`config.mk`:
```
export PLATFORM = sky130hd
export DESIGN_NAME = pwm_channel_allocator_unit
export DESIGN_NICKNAME = d
export VERILOG_FILES = /design/src/design/pwmca_pkg.sv /design/src/design/pwm_channel_allocator_unit.sv /design/src/design/pwmca_duty_scale.sv
export SDC_FILE = /design/constraint.sdc
export NUM_CORES = 1
export LEC_CHECK = 0
export ABC_CLOCK_PERIOD_IN_PS = 6300
export BUFFER_PORTS_ARGS = -buffer_cell sky130_fd_sc_hd__buf_2
export CAP_MARGIN = 25
export CORE_MARGIN = 8
export CORE_UTILIZATION = 47
export CTS_CLUSTER_SIZE = 20
export DETAILED_ROUTE_END_ITERATION = 16
export PLACE_DENSITY = 0.69
export SKIP_CTS_REPAIR_TIMING = 1
export SYNTH_ARGS = -nofsm -noshare
export SYNTH_HDL_FRONTEND = slang
export SYNTH_SLANG_ARGS = --single-unit
```
`constraint.sdc`:
```
create_clock -name clk -period 6.3 [get_ports clk]
set_input_delay 0 -clock clk [delete_from_list [all_inputs] [get_ports clk]]
set_output_delay 0 -clock clk [all_outputs]
set_load 0.03 [all_outputs]
```
`src/design/pwmca_pkg.sv`:
```
// ----------------------------------------------------------------------------
// pwmca_pkg
// shared types and constants of the pwm channel allocator
// ----------------------------------------------------------------------------
`default_nettype none

package pwmca_pkg;

    localparam int CHANNELS_DEF = 16;
    localparam int MAX_RESULTS  = 16;
    localparam int CNT_W        = 5;

    localparam int PIN_W   = 7;
    localparam int FREQ_W  = 26;
    localparam int BITS_W  = 5;
    localparam int FRAC_W  = 17;
    localparam int DUTYIN_W = 18;
    localparam int DUTY_W  = 20;
    localparam int CHAN_W  = 4;

    localparam logic [BITS_W-1:0] MAX_RES_BITS = 5'd20;
    localparam logic [FRAC_W-1:0] Q16_ONE      = 17'h10000;

    typedef enum logic [1:0] {
        CMD_ALLOC   = 2'd0,
        CMD_RELEASE = 2'd1,
        CMD_RELALL  = 2'd2,
        CMD_WRITE   = 2'd3
    } cmd_t;

    typedef enum logic [2:0] {
        ACT_NONE   = 3'd0,
        ACT_SETUP  = 3'd1,
        ACT_DETACH = 3'd2,
        ACT_DUTY   = 3'd3,
        ACT_OOC    = 3'd4
    } action_t;

    typedef enum logic [3:0] {
        ST_IDLE  = 4'b0001,
        ST_READ  = 4'b0010,
        ST_CHECK = 4'b0100,
        ST_FIN   = 4'b1000
    } state_t;

endpackage

`default_nettype wire

```
`src/design/pwm_channel_allocator_unit.sv`:
```
// ----------------------------------------------------------------------------
// pwm_channel_allocator_unit
// first-free pwm channel slot allocator with release, release-all and duty
// ----------------------------------------------------------------------------
//  channel | dir | tdata / tuser                          | tlast
//  s_*     | in  | pin, freq, bits, duty / cmd            | -
//  m_*     | out | channel, pin, freq, bits, duty / action| last result of item
//
//  slots are scanned one at a time through a single-port slot memory with a
//  registered read, each slot visited passing through a read state and a check state
//  allocate, release, write: the scan stops at the first hit, or runs over every slot on a miss
//  release-all scans every slot; a negative pin skips the scan and goes to the final result
//  used flags sit in flops cleared by reset, so no clearing pass is needed
//  a full output register stalls the scan; s_tready is high only between items
// ----------------------------------------------------------------------------
`default_nettype none

module pwm_channel_allocator_unit
#(
    parameter int CHANNELS = pwmca_pkg::CHANNELS_DEF
)
(
    input  wire logic        clk,
    input  wire logic        rst_n,
    input  wire logic        s_tvalid,
    output logic             s_tready,
    input  wire logic [63:0] s_tdata,   // pin_number, freq_hz, resolution_bits, duty_fraction
    input  wire logic [1:0]  s_tuser,   // cmd
    output logic             m_tvalid,
    input  wire logic        m_tready,
    output logic [63:0]      m_tdata,   // channel, pin_out, freq_out, bits_out, duty_value
    output logic [2:0]       m_tuser,   // action
    output logic             m_tlast
);

    localparam int IdxW    = (CHANNELS > 1) ? $clog2(CHANNELS) : 1;
    localparam int IdxExtW = (IdxW > pwmca_pkg::CHAN_W) ? IdxW : pwmca_pkg::CHAN_W;
    localparam int MemW    = pwmca_pkg::PIN_W + pwmca_pkg::BITS_W;
    localparam logic [IdxW-1:0] IdxLast = IdxW'(CHANNELS - 1);

    pwmca_pkg::state_t state_reg, state_next;
    pwmca_pkg::cmd_t   cmd_reg, cmd_next;
    logic                                neg_reg, neg_next;
    logic [pwmca_pkg::PIN_W-1:0]         pin_reg, pin_next;
    logic [pwmca_pkg::FREQ_W-1:0]        freq_reg, freq_next;
    logic [pwmca_pkg::BITS_W-1:0]        bits_reg, bits_next;
    logic [pwmca_pkg::DUTYIN_W-1:0]      duty_reg, duty_next;
    logic [IdxW-1:0]                     idx_reg, idx_next;
    logic [CHANNELS-1:0]                 used_reg, used_next;
    logic                                pend_valid_reg, pend_valid_next;
    logic [pwmca_pkg::CHAN_W-1:0]        pend_chan_reg, pend_chan_next;
    logic [pwmca_pkg::PIN_W-1:0]         pend_pin_reg, pend_pin_next;
    logic [pwmca_pkg::CNT_W-1:0]         cnt_reg, cnt_next;

    logic                                out_valid_reg, out_valid_next;
    pwmca_pkg::action_t                  out_action_reg, out_action_next;
    logic [pwmca_pkg::CHAN_W-1:0]        out_chan_reg, out_chan_next;
    logic [pwmca_pkg::PIN_W-1:0]         out_pin_reg, out_pin_next;
    logic [pwmca_pkg::FREQ_W-1:0]        out_freq_reg, out_freq_next;
    logic [pwmca_pkg::BITS_W-1:0]        out_bits_reg, out_bits_next;
    logic [pwmca_pkg::DUTY_W-1:0]        out_duty_reg, out_duty_next;
    logic                                out_last_reg, out_last_next;

    logic [MemW-1:0] slot_mem [CHANNELS];
    logic [MemW-1:0] rd_data_reg;
    logic            mem_we;

    logic                         push;
    logic                         can_push;
    logic                         step;
    logic                         cur_used;
    logic                         pin_hit;
    logic [pwmca_pkg::PIN_W-1:0]  rd_pin;
    logic [pwmca_pkg::BITS_W-1:0] rd_bits;
    logic [IdxExtW-1:0]           idx_ext;
    logic [pwmca_pkg::CHAN_W-1:0] cur_chan;
    logic [pwmca_pkg::DUTY_W-1:0] duty_calc;
    logic [pwmca_pkg::BITS_W-1:0] in_bits;
    pwmca_pkg::action_t           p_action;
    logic [pwmca_pkg::CHAN_W-1:0] p_chan;
    logic [pwmca_pkg::PIN_W-1:0]  p_pin;
    logic [pwmca_pkg::FREQ_W-1:0] p_freq;
    logic [pwmca_pkg::BITS_W-1:0] p_bits;
    logic [pwmca_pkg::DUTY_W-1:0] p_duty;
    logic                         p_last;

    assign rd_pin   = rd_data_reg[MemW-1:pwmca_pkg::BITS_W];
    assign rd_bits  = rd_data_reg[pwmca_pkg::BITS_W-1:0];
    assign cur_used = used_reg[idx_reg];
    assign pin_hit  = cur_used && (rd_pin == pin_reg);
    assign idx_ext  = IdxExtW'(idx_reg);
    assign cur_chan = idx_ext[pwmca_pkg::CHAN_W-1:0];
    assign can_push = !out_valid_reg || m_tready;
    assign in_bits  = (s_tdata[38:34] > pwmca_pkg::MAX_RES_BITS) ?
                      pwmca_pkg::MAX_RES_BITS : s_tdata[38:34];

    pwmca_duty_scale u_duty
    (
        .duty_fraction (duty_reg),
        .bits          (rd_bits),
        .duty_value    (duty_calc)
    );

    always_comb
    begin
        state_next      = state_reg;
        cmd_next        = cmd_reg;
        neg_next        = neg_reg;
        pin_next        = pin_reg;
        freq_next       = freq_reg;
        bits_next       = bits_reg;
        duty_next       = duty_reg;
        idx_next        = idx_reg;
        used_next       = used_reg;
        pend_valid_next = pend_valid_reg;
        pend_chan_next  = pend_chan_reg;
        pend_pin_next   = pend_pin_reg;
        cnt_next        = cnt_reg;
        mem_we          = 1'b0;
        push            = 1'b0;
        step            = 1'b0;
        p_action        = pwmca_pkg::ACT_NONE;
        p_chan          = '0;
        p_pin           = '0;
        p_freq          = '0;
        p_bits          = '0;
        p_duty          = '0;
        p_last          = 1'b1;

        case (state_reg)
            pwmca_pkg::ST_IDLE:
            begin
                if (s_tvalid)
                begin
                    cmd_next        = pwmca_pkg::cmd_t'(s_tuser);
                    neg_next        = s_tdata[7];
                    pin_next        = s_tdata[6:0];
                    freq_next       = s_tdata[33:8];
                    bits_next       = in_bits;
                    duty_next       = s_tdata[56:39];
                    idx_next        = '0;
                    cnt_next        = '0;
                    pend_valid_next = 1'b0;
                    if (s_tuser != pwmca_pkg::CMD_RELALL && s_tdata[7])
                    begin
                        state_next = pwmca_pkg::ST_FIN;
                    end
                    else
                    begin
                        state_next = pwmca_pkg::ST_READ;
                    end
                end
            end

            pwmca_pkg::ST_READ:
            begin
                state_next = pwmca_pkg::ST_CHECK;
            end

            pwmca_pkg::ST_CHECK:
            begin
                case (cmd_reg)
                    pwmca_pkg::CMD_ALLOC:
                    begin
                        if (!cur_used)
                        begin
                            push     = 1'b1;
                            p_action = pwmca_pkg::ACT_SETUP;
                            p_chan   = cur_chan;
                            p_pin    = pin_reg;
                            p_freq   = freq_reg;
                            p_bits   = bits_reg;
                            if (can_push)
                            begin
                                mem_we             = 1'b1;
                                used_next[idx_reg] = 1'b1;
                                state_next         = pwmca_pkg::ST_IDLE;
                            end
                        end
                        else
                        begin
                            step = 1'b1;
                        end
                    end
                    pwmca_pkg::CMD_RELEASE:
                    begin
                        if (pin_hit)
                        begin
                            push     = 1'b1;
                            p_action = pwmca_pkg::ACT_DETACH;
                            p_chan   = cur_chan;
                            p_pin    = pin_reg;
                            if (can_push)
                            begin
                                used_next[idx_reg] = 1'b0;
                                state_next         = pwmca_pkg::ST_IDLE;
                            end
                        end
                        else
                        begin
                            step = 1'b1;
                        end
                    end
                    pwmca_pkg::CMD_WRITE:
                    begin
                        if (pin_hit)
                        begin
                            push     = 1'b1;
                            p_action = pwmca_pkg::ACT_DUTY;
                            p_chan   = cur_chan;
                            p_pin    = pin_reg;
                            p_duty   = duty_calc;
                            if (can_push)
                            begin
                                state_next = pwmca_pkg::ST_IDLE;
                            end
                        end
                        else
                        begin
                            step = 1'b1;
                        end
                    end
                    pwmca_pkg::CMD_RELALL:
                    begin
                        // one detach is held back so the final one can carry last
                        if (cur_used && cnt_reg < pwmca_pkg::CNT_W'(pwmca_pkg::MAX_RESULTS)
                            && pend_valid_reg)
                        begin
                            push     = 1'b1;
                            p_action = pwmca_pkg::ACT_DETACH;
                            p_chan   = pend_chan_reg;
                            p_pin    = pend_pin_reg;
                            p_last   = 1'b0;
                        end
                        if (!push || can_push)
                        begin
                            step = 1'b1;
                            if (cur_used)
                            begin
                                used_next[idx_reg] = 1'b0;
                                if (cnt_reg < pwmca_pkg::CNT_W'(pwmca_pkg::MAX_RESULTS))
                                begin
                                    pend_valid_next = 1'b1;
                                    pend_chan_next  = cur_chan;
                                    pend_pin_next   = rd_pin;
                                    cnt_next        = cnt_reg + 1'b1;
                                end
                            end
                        end
                    end
                    default:
                    begin
                        state_next = pwmca_pkg::ST_IDLE;
                    end
                endcase

                if (step)
                begin
                    if (idx_reg == IdxLast)
                    begin
                        state_next = pwmca_pkg::ST_FIN;
                    end
                    else
                    begin
                        idx_next   = idx_reg + 1'b1;
                        state_next = pwmca_pkg::ST_READ;
                    end
                end
            end

            pwmca_pkg::ST_FIN:
            begin
                push = 1'b1;
                if (cmd_reg == pwmca_pkg::CMD_RELALL)
                begin
                    if (pend_valid_reg)
                    begin
                        p_action = pwmca_pkg::ACT_DETACH;
                        p_chan   = pend_chan_reg;
                        p_pin    = pend_pin_reg;
                    end
                end
                else if (!neg_reg && cmd_reg == pwmca_pkg::CMD_ALLOC)
                begin
                    p_action = pwmca_pkg::ACT_OOC;
                    p_pin    = pin_reg;
                end
                if (can_push)
                begin
                    pend_valid_next = 1'b0;
                    state_next      = pwmca_pkg::ST_IDLE;
                end
            end

            default:
            begin
                state_next = pwmca_pkg::ST_IDLE;
            end
        endcase
    end

    always_comb
    begin
        out_valid_next  = out_valid_reg;
        out_action_next = out_action_reg;
        out_chan_next   = out_chan_reg;
        out_pin_next    = out_pin_reg;
        out_freq_next   = out_freq_reg;
        out_bits_next   = out_bits_reg;
        out_duty_next   = out_duty_reg;
        out_last_next   = out_last_reg;
        if (push && can_push)
        begin
            out_valid_next  = 1'b1;
            out_action_next = p_action;
            out_chan_next   = p_chan;
            out_pin_next    = p_pin;
            out_freq_next   = p_freq;
            out_bits_next   = p_bits;
            out_duty_next   = p_duty;
            out_last_next   = p_last;
        end
        else if (m_tready)
        begin
            out_valid_next = 1'b0;
        end
    end

    always_ff @(posedge clk or negedge rst_n)
    begin
        if (!rst_n)
        begin
            state_reg      <= pwmca_pkg::ST_IDLE;
            used_reg       <= '0;
            pend_valid_reg <= 1'b0;
            cnt_reg        <= '0;
            out_valid_reg  <= 1'b0;
        end
        else
        begin
            state_reg      <= state_next;
            used_reg       <= used_next;
            pend_valid_reg <= pend_valid_next;
            cnt_reg        <= cnt_next;
            out_valid_reg  <= out_valid_next;
        end
    end

    always_ff @(posedge clk)
    begin
        cmd_reg        <= cmd_next;
        neg_reg        <= neg_next;
        pin_reg        <= pin_next;
        freq_reg       <= freq_next;
        bits_reg       <= bits_next;
        duty_reg       <= duty_next;
        idx_reg        <= idx_next;
        pend_chan_reg  <= pend_chan_next;
        pend_pin_reg   <= pend_pin_next;
        out_action_reg <= out_action_next;
        out_chan_reg   <= out_chan_next;
        out_pin_reg    <= out_pin_next;
        out_freq_reg   <= out_freq_next;
        out_bits_reg   <= out_bits_next;
        out_duty_reg   <= out_duty_next;
        out_last_reg   <= out_last_next;
    end

    // slot memory: pin and resolution per slot, one port, registered read
    always_ff @(posedge clk)
    begin
        if (mem_we)
        begin
            slot_mem[idx_reg] <= {pin_reg, bits_reg};
        end
        if (state_reg == pwmca_pkg::ST_READ)
        begin
            rd_data_reg <= slot_mem[idx_reg];
        end
    end

    assign s_tready = (state_reg == pwmca_pkg::ST_IDLE);
    assign m_tvalid = out_valid_reg;
    assign m_tuser  = out_action_reg;
    assign m_tlast  = out_last_reg;
    assign m_tdata  = {2'b00, out_duty_reg, out_bits_reg, out_freq_reg,
                       out_pin_reg, out_chan_reg};

`ifndef SYNTH
    a_idle_no_pend: assert property (@(posedge clk) disable iff (!rst_n)
        state_reg == pwmca_pkg::ST_IDLE |-> !pend_valid_reg)
        else $error("held detach left over after item");

    a_cnt_bound: assert property (@(posedge clk) disable iff (!rst_n)
        cnt_reg <= pwmca_pkg::CNT_W'(pwmca_pkg::MAX_RESULTS))
        else $error("detach count past result limit");

    a_alloc_takes_slot: assert property (@(posedge clk) disable iff (!rst_n)
        (push && can_push && p_action == pwmca_pkg::ACT_SETUP)
        |=> $countones(used_reg) == $past($countones(used_reg)) + 1)
        else $error("setup result without a slot taken");

    a_fin_drains: assert property (@(posedge clk) disable iff (!rst_n)
        (state_reg == pwmca_pkg::ST_FIN && can_push) |=> state_reg == pwmca_pkg::ST_IDLE)
        else $error("final result not issued");
`endif

endmodule

`default_nettype wire

```
`src/design/pwmca_duty_scale.sv`:
```
// ----------------------------------------------------------------------------
// pwmca_duty_scale
// clamps a signed q16 duty fraction to 0..1 and scales it by 2^bits-1
// ----------------------------------------------------------------------------
`default_nettype none

module pwmca_duty_scale
(
    input  wire logic [pwmca_pkg::DUTYIN_W-1:0] duty_fraction,
    input  wire logic [pwmca_pkg::BITS_W-1:0]   bits,
    output logic      [pwmca_pkg::DUTY_W-1:0]   duty_value
);

    localparam int ProdW = pwmca_pkg::FRAC_W + pwmca_pkg::DUTY_W;

    logic [pwmca_pkg::FRAC_W-1:0] frac;
    logic [pwmca_pkg::BITS_W-1:0] bits_sat;
    logic [ProdW-1:0]             frac_ext;
    logic [ProdW-1:0]             prod;

    always_comb
    begin
        if (duty_fraction[pwmca_pkg::DUTYIN_W-1])
        begin
            frac = '0;
        end
        else if (duty_fraction[pwmca_pkg::FRAC_W-1:0] > pwmca_pkg::Q16_ONE)
        begin
            frac = pwmca_pkg::Q16_ONE;
        end
        else
        begin
            frac = duty_fraction[pwmca_pkg::FRAC_W-1:0];
        end
        bits_sat = (bits > pwmca_pkg::MAX_RES_BITS) ? pwmca_pkg::MAX_RES_BITS : bits;
    end

    // frac * (2^b - 1) as a shift and one subtract
    assign frac_ext   = ProdW'(frac);
    assign prod       = (frac_ext << bits_sat) - frac_ext;
    assign duty_value = prod[pwmca_pkg::DUTY_W+15:16];

endmodule

`default_nettype wire
```
==> results of run 1 <==
-- cells in the final DEF, fill, tap and decap left out, types with 12 or more instances in the layout --
cell,netlist,routed
o211ai_1,16,16
a22o_1,16,16
nand2_1,68,68
o31ai_1,12,12
o21ai_0,52,52
o21a_1,12,12
inv_1,18,17
nor2_1,74,71
nor2b_1,15,15
mux2i_1,12,12
dfrtp_1,26,26
and2_1,37,37
dlygate4sd3_1,0,65
buf_4,6,44
nand2b_1,14,14
a21oi_1,43,43
ha_1,23,23
edfxtp_1,344,344
a21o_1,15,15
nor3_1,27,22
nand4_1,18,18
mux4_2,65,65
clkbuf_16,0,40
nand3_1,28,28
buf_2,18,130
-- synthesized netlist by cell type, types with 12 or more instances --
master and n:
clkbuf_1 39, edfxtp_1 344, buf_2 18, a21o_1 15, nand2b_1 14, nor2_1 74
nor2b_1 15, ha_1 23, o31ai_1 12, o211ai_1 16, mux2i_1 12, mux4_2 65
nand2_1 68, nand3_1 28, a21oi_1 43, dfrtp_1 26, o21ai_0 52, nand4_1 18
a22o_1 16, o21a_1 12, nor3_1 27, inv_1 18, and2_1 37
-- worst reg2reg max path, delay by kind of cell, from the launching register on --
family / cells / cell delay (ns)
compound gates: 6 / 1.69
fa+ha+maj: 1 / 0.41
buf+inv: 1 / 0.09
flops: 1 / 0.64
simple gates: 7 / 2.51
-- through the flow --
step / instances / util
after floorplan: 1202 / -
after global placement: 1772 / 0.510
after detailed placement: 1773 / 0.511
after CTS: 1842 / 0.546
after global routing: 1908 / 0.565
final: 1908 / 0.565
-- logic make-up after synthesis --
| group | Yosys count | share of synthesized area |
|---|---|---|
| AOI/OAI and AO/OA | 273 | 0.114 |
| xor gates and xnor gates | 13 | 0.00660 |
| adders and majority gates | 23 | 0.0167 |
| buffers and inverters | 93 | 0.0233 |
| DFF | 371 | 0.638 |
| muxes | 81 | 0.0946 |
| other | 1 | 0.000217 |
| and+or+nand+nor | 346 | 0.107 |
-- power by group --
| part | internal (mW) | switching (mW) |
|---|---|---|
| logic | 0.733 | 1.15 |
| clock network | 1.33 | 0.960 |
| registers | 3.01 | 0.233 |
| total | 5.08 | 2.34 |
-- cell type report --
class	instances	area, sq um	area share
sequential	371	11000	0.536
multi-input combinational	738	5890	0.287
timing repair buffer	242	1690	0.0824
clock buffer	55	1120	0.0544
tap	468	586	0.0285
clock inverter	14	163	0.00793
inverter	20	75.1	0.00366
-- metal layers --
| layer | vias up | GRT usage | wire length (um) |
|---|---|---|---|
| li1 | 5212 | - | - |
| met1 | 5809 | 0.264 | 18800 |
| met2 | 430 | 0.341 | 22700 |
| met3 | 91 | 0.0385 | 2620 |
| met4 | 0 | 0.0730 | 1430 |
| met5 | - | 0 | 0 |
-- path summary, 6_finish.rpt --
check / startpoint / end / slack (ns) / cells past startpoint
worst max-delay path: rd_data_reg[0] / out_duty_reg[11] / 0.65 / 15
worst min register to register: rd_data_reg[8] / pend_pin_reg[3] / 0.47 / 0
worst max register to register: rd_data_reg[0] / out_duty_reg[11] / 0.65 / 15
max in group asynchronous: rst_n / cnt_reg[2] / 5.86 / 2
worst min-delay path: rst_n / async pin / -0.004 / 2
min in group clk: s_tdata[0] / pin_reg[0] / 0.14 / 2
==> flow_summary.ini, run 1 <==
[routing]
drt_iter0_drc = 1183
drc_errors = 0
detail_route.first_pass.iterations = 5
ant_nets = 0
num_vias = 11500
finalWirelength_um = 45500
via_per_inst = 6.05
wl_per_cell_um = 23.9

[cts]
clkTransAtPathRegs_ns = 0.07
cts_tree = done
cts_sinks = 371
cts_buffer_depth = 3
htree_num_levels = 2
clk_latency_ns = 0.57
root_buffer = clkbuf_16
cts_inserted_buffers = 40

[logic_synthesis]
synth.yosys.seq_area_share = 0.638
yosysWarningCount = 0
synth.top_cell.area_share = 0.599
ys_ff_latch = 371
ys_top_cells_by_area = edfxtp_1 60%, mux4_2 8.5%, dfrtp_1 3.8%
avgSynthCellArea_sq_um = 14.4
dominantRegCellSynth = edfxtp_1
synth_cells = 1201
synth_area_leader_cell = edfxtp_1
synth_area_sq_um = 17300
synth-async-reset-ratio = 0.0728
synth_edf_count = 344
synth.distinct_cells = 91

[cells_and_area]
n_antenna_cell = 0
largest_reg_flops = 192
n_fill_cell = 2878
layout-drive-gt1-share = 0.233
area_delta_synth_final_pct = 19.0
final_area_sq_um = 20500
nets = 1506

[grt]
antenna_found_initial = 0
grt_pass1_vias = 11300
overflow = 0
grt_util_all_layers = 0.204
grt_pass1_wl_um = 68300
grt_start_max_net_pins = 67

[sta]
skew_ns = 0.0382
rsz0062_at_grt = false
hold_violations = 6
setup_violations = 0
maxSlewHeadroom = 0.342
post-route-min-period_ns = 5.65
fin_crit_sh = 0.896
whs_ns = -0.00406
final_max_slew_viol_count = 0
max_freq_mhz = 177
fin_setup_tns_ns = 0
worst_pin_slew_ns = 0.983
fin_ws_ns = 0.652

[die]
pin_count = 140
rows = 70
die_y_um = 208
die-width_um = 208
coreArea_sq_um = 36300
initial_core_util = 0.475
die_area_sq_um = 43100

[power]
p_leak_nw = 7.40
peakVddDrop_mv = 0.227
power_mw = 7.42
power.density_nw_per_um2 = 361

[flow_run]
cap_viol_max_count = 0

[critical_path]
cp_slowest_cell = or3b_1
path_cells = nand3b_1 > a2bb2oi_1 > o211ai_1 > and2_1 > a2111oi_0 > ha_1 > nand4_1 > nor2_1 > inv_1 > o22ai_1 > a31oi_1 > nand4_2 > or3b_1 > or4_1 > o2bb2ai_1
crit_buf_inv = 1
required_ns = 6.56
critPathLaunchType = flop
critPathCaptureType = flop
critPathMaxFanout = 20
worstSetupPathType = flop to flop
cp_top_family = simple AND/OR/NAND/NOR gates
slowest_delay_ns = 0.66
arrival_ns = 5.91

[placed_design]
placedInstanceArea_sq_um = 18600
portBuffers = 130
post-place-ws_ns = 0.858
gp_congestion = 0.958
dp_hpwl_um = 29600

[status]
violations = negative hold slack
status = finished, violations left

[hold_path]
hp-class = input port to async pin
(Power assumes the default switching activity.)
==> run 2: changes to the inputs <==
--- a/config.mk
+++ b/config.mk
@@ -9,10 +9,10 @@
 export BUFFER_PORTS_ARGS = -buffer_cell sky130_fd_sc_hd__buf_2
 export CAP_MARGIN = 25
 export CORE_MARGIN = 8
-export CORE_UTILIZATION = 47
+export CORE_UTILIZATION = 60
 export CTS_CLUSTER_SIZE = 20
 export DETAILED_ROUTE_END_ITERATION = 16
-export PLACE_DENSITY = 0.69
+export PLACE_DENSITY = 0.84
 export SKIP_CTS_REPAIR_TIMING = 1
 export SYNTH_ARGS = -nofsm -noshare
 export SYNTH_HDL_FRONTEND = slang
==> run 2 against run 1 <==
  * The run now ends clean
  * First-iteration DRC count up 34%
  * Highest routed layer unchanged
  * Via count increased by 5.0%
  * Combinational power grew 4%
  * Critical path type unchanged
  * Sequential power barely moved
  * Cell count down 4.4%
  * Count of clock-buffer cells in the layout decreased by 8
  * Global-route usage is 6.1 points higher
  * Clock skew decreased by 0.019 ns
  * Sequential share of layout area increased by 0.54 points
==> flow_summary.ini, run 2 (synthesis results as in run 1) <==
[status]
status = finished, final reports clean

[cts]
clk_latency_ns = 0.54
cts_sinks = 371
cts_inserted_buffers = 38
cts_tree = done
root_buffer = clkbuf_16
clkTransAtPathRegs_ns = 0.07
cts_buffer_depth = 3
htree_num_levels = 2

[placed_design]
dp_hpwl_um = 30200
gp_congestion = 0.935
dp.cells = 1694
portBuffers = 130
placedInstanceArea_sq_um = 18500

[sta]
fin_crit_sh = 0.873
hold_violations = 0
maxSlewHeadroom = 0.308
setup_violations = 0
max_freq_mhz = 182
rsz0062_at_grt = false
final_max_slew_viol_count = 0
fin_setup_tns_ns = 0
worst_pin_slew_ns = 1.03
post-route-min-period_ns = 5.50
skew_ns = 0.0189

[routing]
num_vias = 12100
drt_iter0_drc = 1584
via_per_inst = 6.64
detail_route.first_pass.iterations = 9
wl_per_cell_um = 26.7
finalWirelength_um = 48700
met2WireLength_um = 24900
dr.max_layer_used = met4
met3_length_um = 4040
m1WireLength_um = 17700
drc_errors = 0
ant_nets = 0

[die]
die_y_um = 186
initial_core_util = 0.604
rows = 62
die_area_sq_um = 34400
die-width_um = 186
coreArea_sq_um = 28500
pin_count = 140

[critical_path]
crit_end = out_duty_reg[11]
rrSetupSlack_ns = 0.80
r2r_start = rd_data_reg[4]
r2r_end = out_duty_reg[11]
arrival_ns = 5.75
critPathLaunchType = flop
critPathMaxFanout = 14
startpoint = rd_data_reg[4]
critPathCaptureType = flop
required_ns = 6.55
worstSetupPathType = flop to flop
rr_worst_depth = 15

[grt]
antenna_found_initial = 1
grt_start_max_net_pins = 64
grt_util_all_layers = 0.265
grt_pass1_wl_um = 69400
grt_pass1_vias = 11700
overflow = 0

[cells_and_area]
final_core_utilization = 0.712
n_fill_cell = 1846
mostFrequentLayoutCells = 344 x edfxtp_1, 130 x buf_2, 73 x nor2_1
largest_reg_flops = 192
area_delta_synth_final_pct = 17.8
final_area_sq_um = 20300
nets = 1507
fin_cells = 1825
final_common_cell = edfxtp_1
layout-drive-gt1-share = 0.230

[power]
p_leak_nw = 7.35
power.density_nw_per_um2 = 360
peakVddDrop_mv = 0.280
power_mw = 7.31

[flow_run]
cap_viol_max_count = 0

[hold_path]
hp-class = input port to async pin
run 2: layout make-up:
| class | instances | area, sq um | share of cell area |
|---|---|---|---|
| well taps | 384 | 480 | 0.0236 |
| repair buffers | 245 | 1730 | 0.0850 |
| diodes | 1 | 2.50 | 0.000123 |
| multi-input cells | 738 | 5880 | 0.289 |
| flip-flops and latches | 371 | 11000 | 0.542 |
| clock buffers | 47 | 985 | 0.0485 |
| clock inverters | 19 | 160 | 0.00788 |
| inverters | 20 | 75.1 | 0.00370 |
run 2: where the power goes:
| part | internal, mW | leakage (nW) | switching, mW |
|---|---|---|---|
| clock | 1.16 | 0.552 | 0.957 |
| sequential | 3.01 | 3.59 | 0.215 |
| combinational | 0.747 | 3.20 | 1.22 |
run 2: layer usage:
layer	GRT usage	vias to the layer above
li1	-	5206
met1	0.335	6022
met2	0.446	739
met3	0.0513	154
met4	0.110	0
met5	0	-
run 2: metrics by stage:
step	setup WS [ns]	hold WS, ns
global route	0.490	0.0741
floorplan	0.744	-0.296
finish	0.802	0.00955
global placement	1.08	0.0385
detailed placement	0.993	0.0575
CTS	0.957	-0.508
run 2: worst max-delay path, stage by stage (launching register included):
cell and delay [ns]:
edfxtp_1 0.69, nand3b_1 0.48, a2bb2oi_1 0.25, o211ai_1 0.25, and2_1 0.30, a2111oi_0 0.60, ha_1 0.40, nand4_1 0.20
nor2_1 0.12, inv_1 0.09, o22ai_1 0.08, a31oi_1 0.32, nand4_2 0.17, or3b_1 0.58, or4_1 0.55, o2bb2ai_1 0.15
run 2: worst min path at each step:
| stage | from | end | cells after the start |
|---|---|---|---|
| 6_report | rst_n | async pin | 2 |
| 5_1_grt | rst_n | async pin | 2 |
| 4_1_cts | rst_n | async pin | 1 |
| 3_5_place_dp | rst_n | async pin | 1 |
| 3_3_place_gp | rst_n | async pin | 1 |
| 2_1_floorplan | rst_n | async pin | 0 |
==> run 3: changes to the inputs <==
--- a/config.mk
+++ b/config.mk
@@ -5,7 +5,7 @@
 export SDC_FILE = /design/constraint.sdc
 export NUM_CORES = 1
 export LEC_CHECK = 0
-export ABC_CLOCK_PERIOD_IN_PS = 6300
+export ABC_CLOCK_PERIOD_IN_PS = 6600
 export BUFFER_PORTS_ARGS = -buffer_cell sky130_fd_sc_hd__buf_2
 export CAP_MARGIN = 25
 export CORE_MARGIN = 8
==> constraint.sdc (replaced) <==
create_clock -name clk -period 6.6 [get_ports clk]
set_input_delay 0 -clock clk [delete_from_list [all_inputs] [get_ports clk]]
set_output_delay 0 -clock clk [all_outputs]
set_load 0.03 [all_outputs]
==> run 3 against run 2 <==
  * Clock power increased by 4%
  * Count of clock-buffer cells in the layout unchanged
  * Wire length down 1.1%
  * Clock skew is 0.012 ns higher
  * Power shrank 2.3%
  * Worst hold slack better by 0.047 ns
  * Utilization increased by 0.47 points
  * Global-route usage down 0.13 points
  * Non-clock buffer count is 1 higher
  * Cell count about the same
  * Largest cell class unchanged
  * Largest power group unchanged
==> flow_summary.ini, run 3 (synthesis results as in run 1) <==
[status]
status = finished, final reports clean

[sta]
skew_ns = 0.0306
whs_ns = 0.0563
fin_ws_ns = 0.898
post-route-min-period_ns = 5.70
maxSlewHeadroom = 0.352
fin_setup_tns_ns = 0
fin_crit_sh = 0.864
hold_violations = 0
max_freq_mhz = 175
rsz0062_at_grt = false
final_max_slew_viol_count = 0
worst_pin_slew_ns = 0.969
setup_violations = 0

[grt]
grt_start_max_net_pins = 65
grt_pass1_wl_um = 68400
overflow = 0
grt_util_all_layers = 0.264
antenna_found_initial = 2
grt_pass1_vias = 11500

[cells_and_area]
area_delta_synth_final_pct = 18.5
layout-drive-gt1-share = 0.237
multi_input_comb_area_sq_um = 5880
nets = 1508
fin_cells = 1824
mostFrequentLayoutCells = 344 x edfxtp_1, 130 x buf_2, 73 x nor2_1
final_common_cell = edfxtp_1
final-seq-area_sq_um = 11000
largest_reg_flops = 192
n_fill_cell = 1789

[power]
peakVddDrop_mv = 0.275
p_sw_frac = 0.314
p_switching_mw = 2.24
p_leak_nw = 7.43
p_comb_frac = 0.259
pwr-share-clk = 0.309
seqPwrFrac = 0.432
p_int_mw = 4.90
power.density_nw_per_um2 = 349

[critical_path]
arrival_ns = 5.95
r2r_end = out_duty_reg[11]
critPathLaunchType = flop
required_ns = 6.85
critPathMaxFanout = 20
slowest_delay_ns = 0.68
r2r_start = duty_reg[5]
path_cells = nor4_1 > a41oi_2 > or2_1 > a2111oi_0 > ha_1 > nand4_1 > nor2_1 > inv_1 > o22ai_1 > a31oi_1 > nand4_2 > or3b_1 > or4_1 > o2bb2ai_1
cp_slowest_cell = or3b_1
rr_worst_depth = 14
critPathCaptureType = flop
rrSetupSlack_ns = 0.90
worstSetupPathType = flop to flop

[placed_design]
dp.cells = 1694
portBuffers = 130
post-place-ws_ns = 1.06
gp_congestion = 0.983
dp_hpwl_um = 30900

[routing]
num_vias = 12000
via_per_inst = 6.58
drc_errors = 0
wl_per_cell_um = 26.4
detail_route.first_pass.iterations = 6
finalWirelength_um = 48200
ant_nets = 0
drt_iter0_drc = 1455

[cts]
cts_buffer_depth = 3
clkTransAtPathRegs_ns = 0.06
cts_sinks = 371
cts_inserted_buffers = 38
cts_tree = done
root_buffer = clkbuf_16
htree_num_levels = 2
clk_latency_ns = 0.55

[hold_path]
hp-class = input port to async pin

[die]
pin_count = 140
die_area_sq_um = 34400
rows = 62
die_y_um = 186
initial_core_util = 0.604
coreArea_sq_um = 28500
die-width_um = 186

[flow_run]
cap_viol_max_count = 0
-- run 3: changes by cell type in the layout (fill, tap and decap cells not counted), moves of 2 or more --
cell	before	now
bufinv_16	1	5
buf_6	6	4
clkinv_1	8	2
buf_4	44	48
clkbuf_8	0	5
clkinv_4	2	0
clkbuf_1	9	4
-- run 3: cell type report --
cell class / instances / area share
Clock buffer: 47 / 0.0506
Antenna cell: 1 / 0.000122
Clock inverter: 17 / 0.0126
Sequential cell: 371 / 0.538
Multi-Input combinational cell: 738 / 0.288
Inverter: 20 / 0.00367
Timing Repair Buffer: 246 / 0.0838
Tap cell: 384 / 0.0235
-- run 3: power groups by stage --
stage,clock network (mW),registers [mW],logic [mW]
floorplan,0,3.06,1.26
global placement,0,3.10,1.70
detailed placement,0,3.12,1.75
CTS,2.23,3.08,1.77
global route,2.32,3.10,1.97
finish,2.21,3.09,1.85
-- run 3: critical path: cells and delay by family, from the launching register on --
kind	cells	cell delay [ns]
simple gates	7	2.77
flops	1	0.61
buf+inv	1	0.09
fa+ha+maj	1	0.40
compound gates	5	1.50
-- run 3: how the worst max path moves through the flow --
stage,startpoint,endpoint,slack [ns],cells past startpoint
finish,duty_reg[5],out_duty_reg[11],0.90,14
global route,duty_reg[5],out_duty_reg[11],0.67,14
CTS,duty_reg[5],out_duty_reg[11],0.97,14
detailed placement,duty_reg[5],out_duty_reg[11],1.06,14
global placement,duty_reg[5],out_duty_reg[11],1.12,14
floorplan,cur_chan[0],m_tlast,1.04,7
-- run 3: metal layers --
| layer | GRT usage | wire [um] |
|---|---|---|
| met2 | 0.449 | 24200 |
| met1 | 0.340 | 18100 |
| met3 | 0.0412 | 3680 |
| met5 | 0 | 13 |
| met4 | 0.100 | 2110 |
-- run 3: per-stage QoR --
stage / util / cell area (sq um) / total power, mW
6_report: 0.716 / 20500 / 7.14
3_3_place_gp: 0.645 / 18400 / 4.81
2_1_floorplan: - / 17300 / 4.32
4_1_cts: 0.693 / 19800 / 7.07
3_5_place_dp: 0.648 / 18500 / 4.87
5_1_grt: 0.716 / 20500 / 7.40
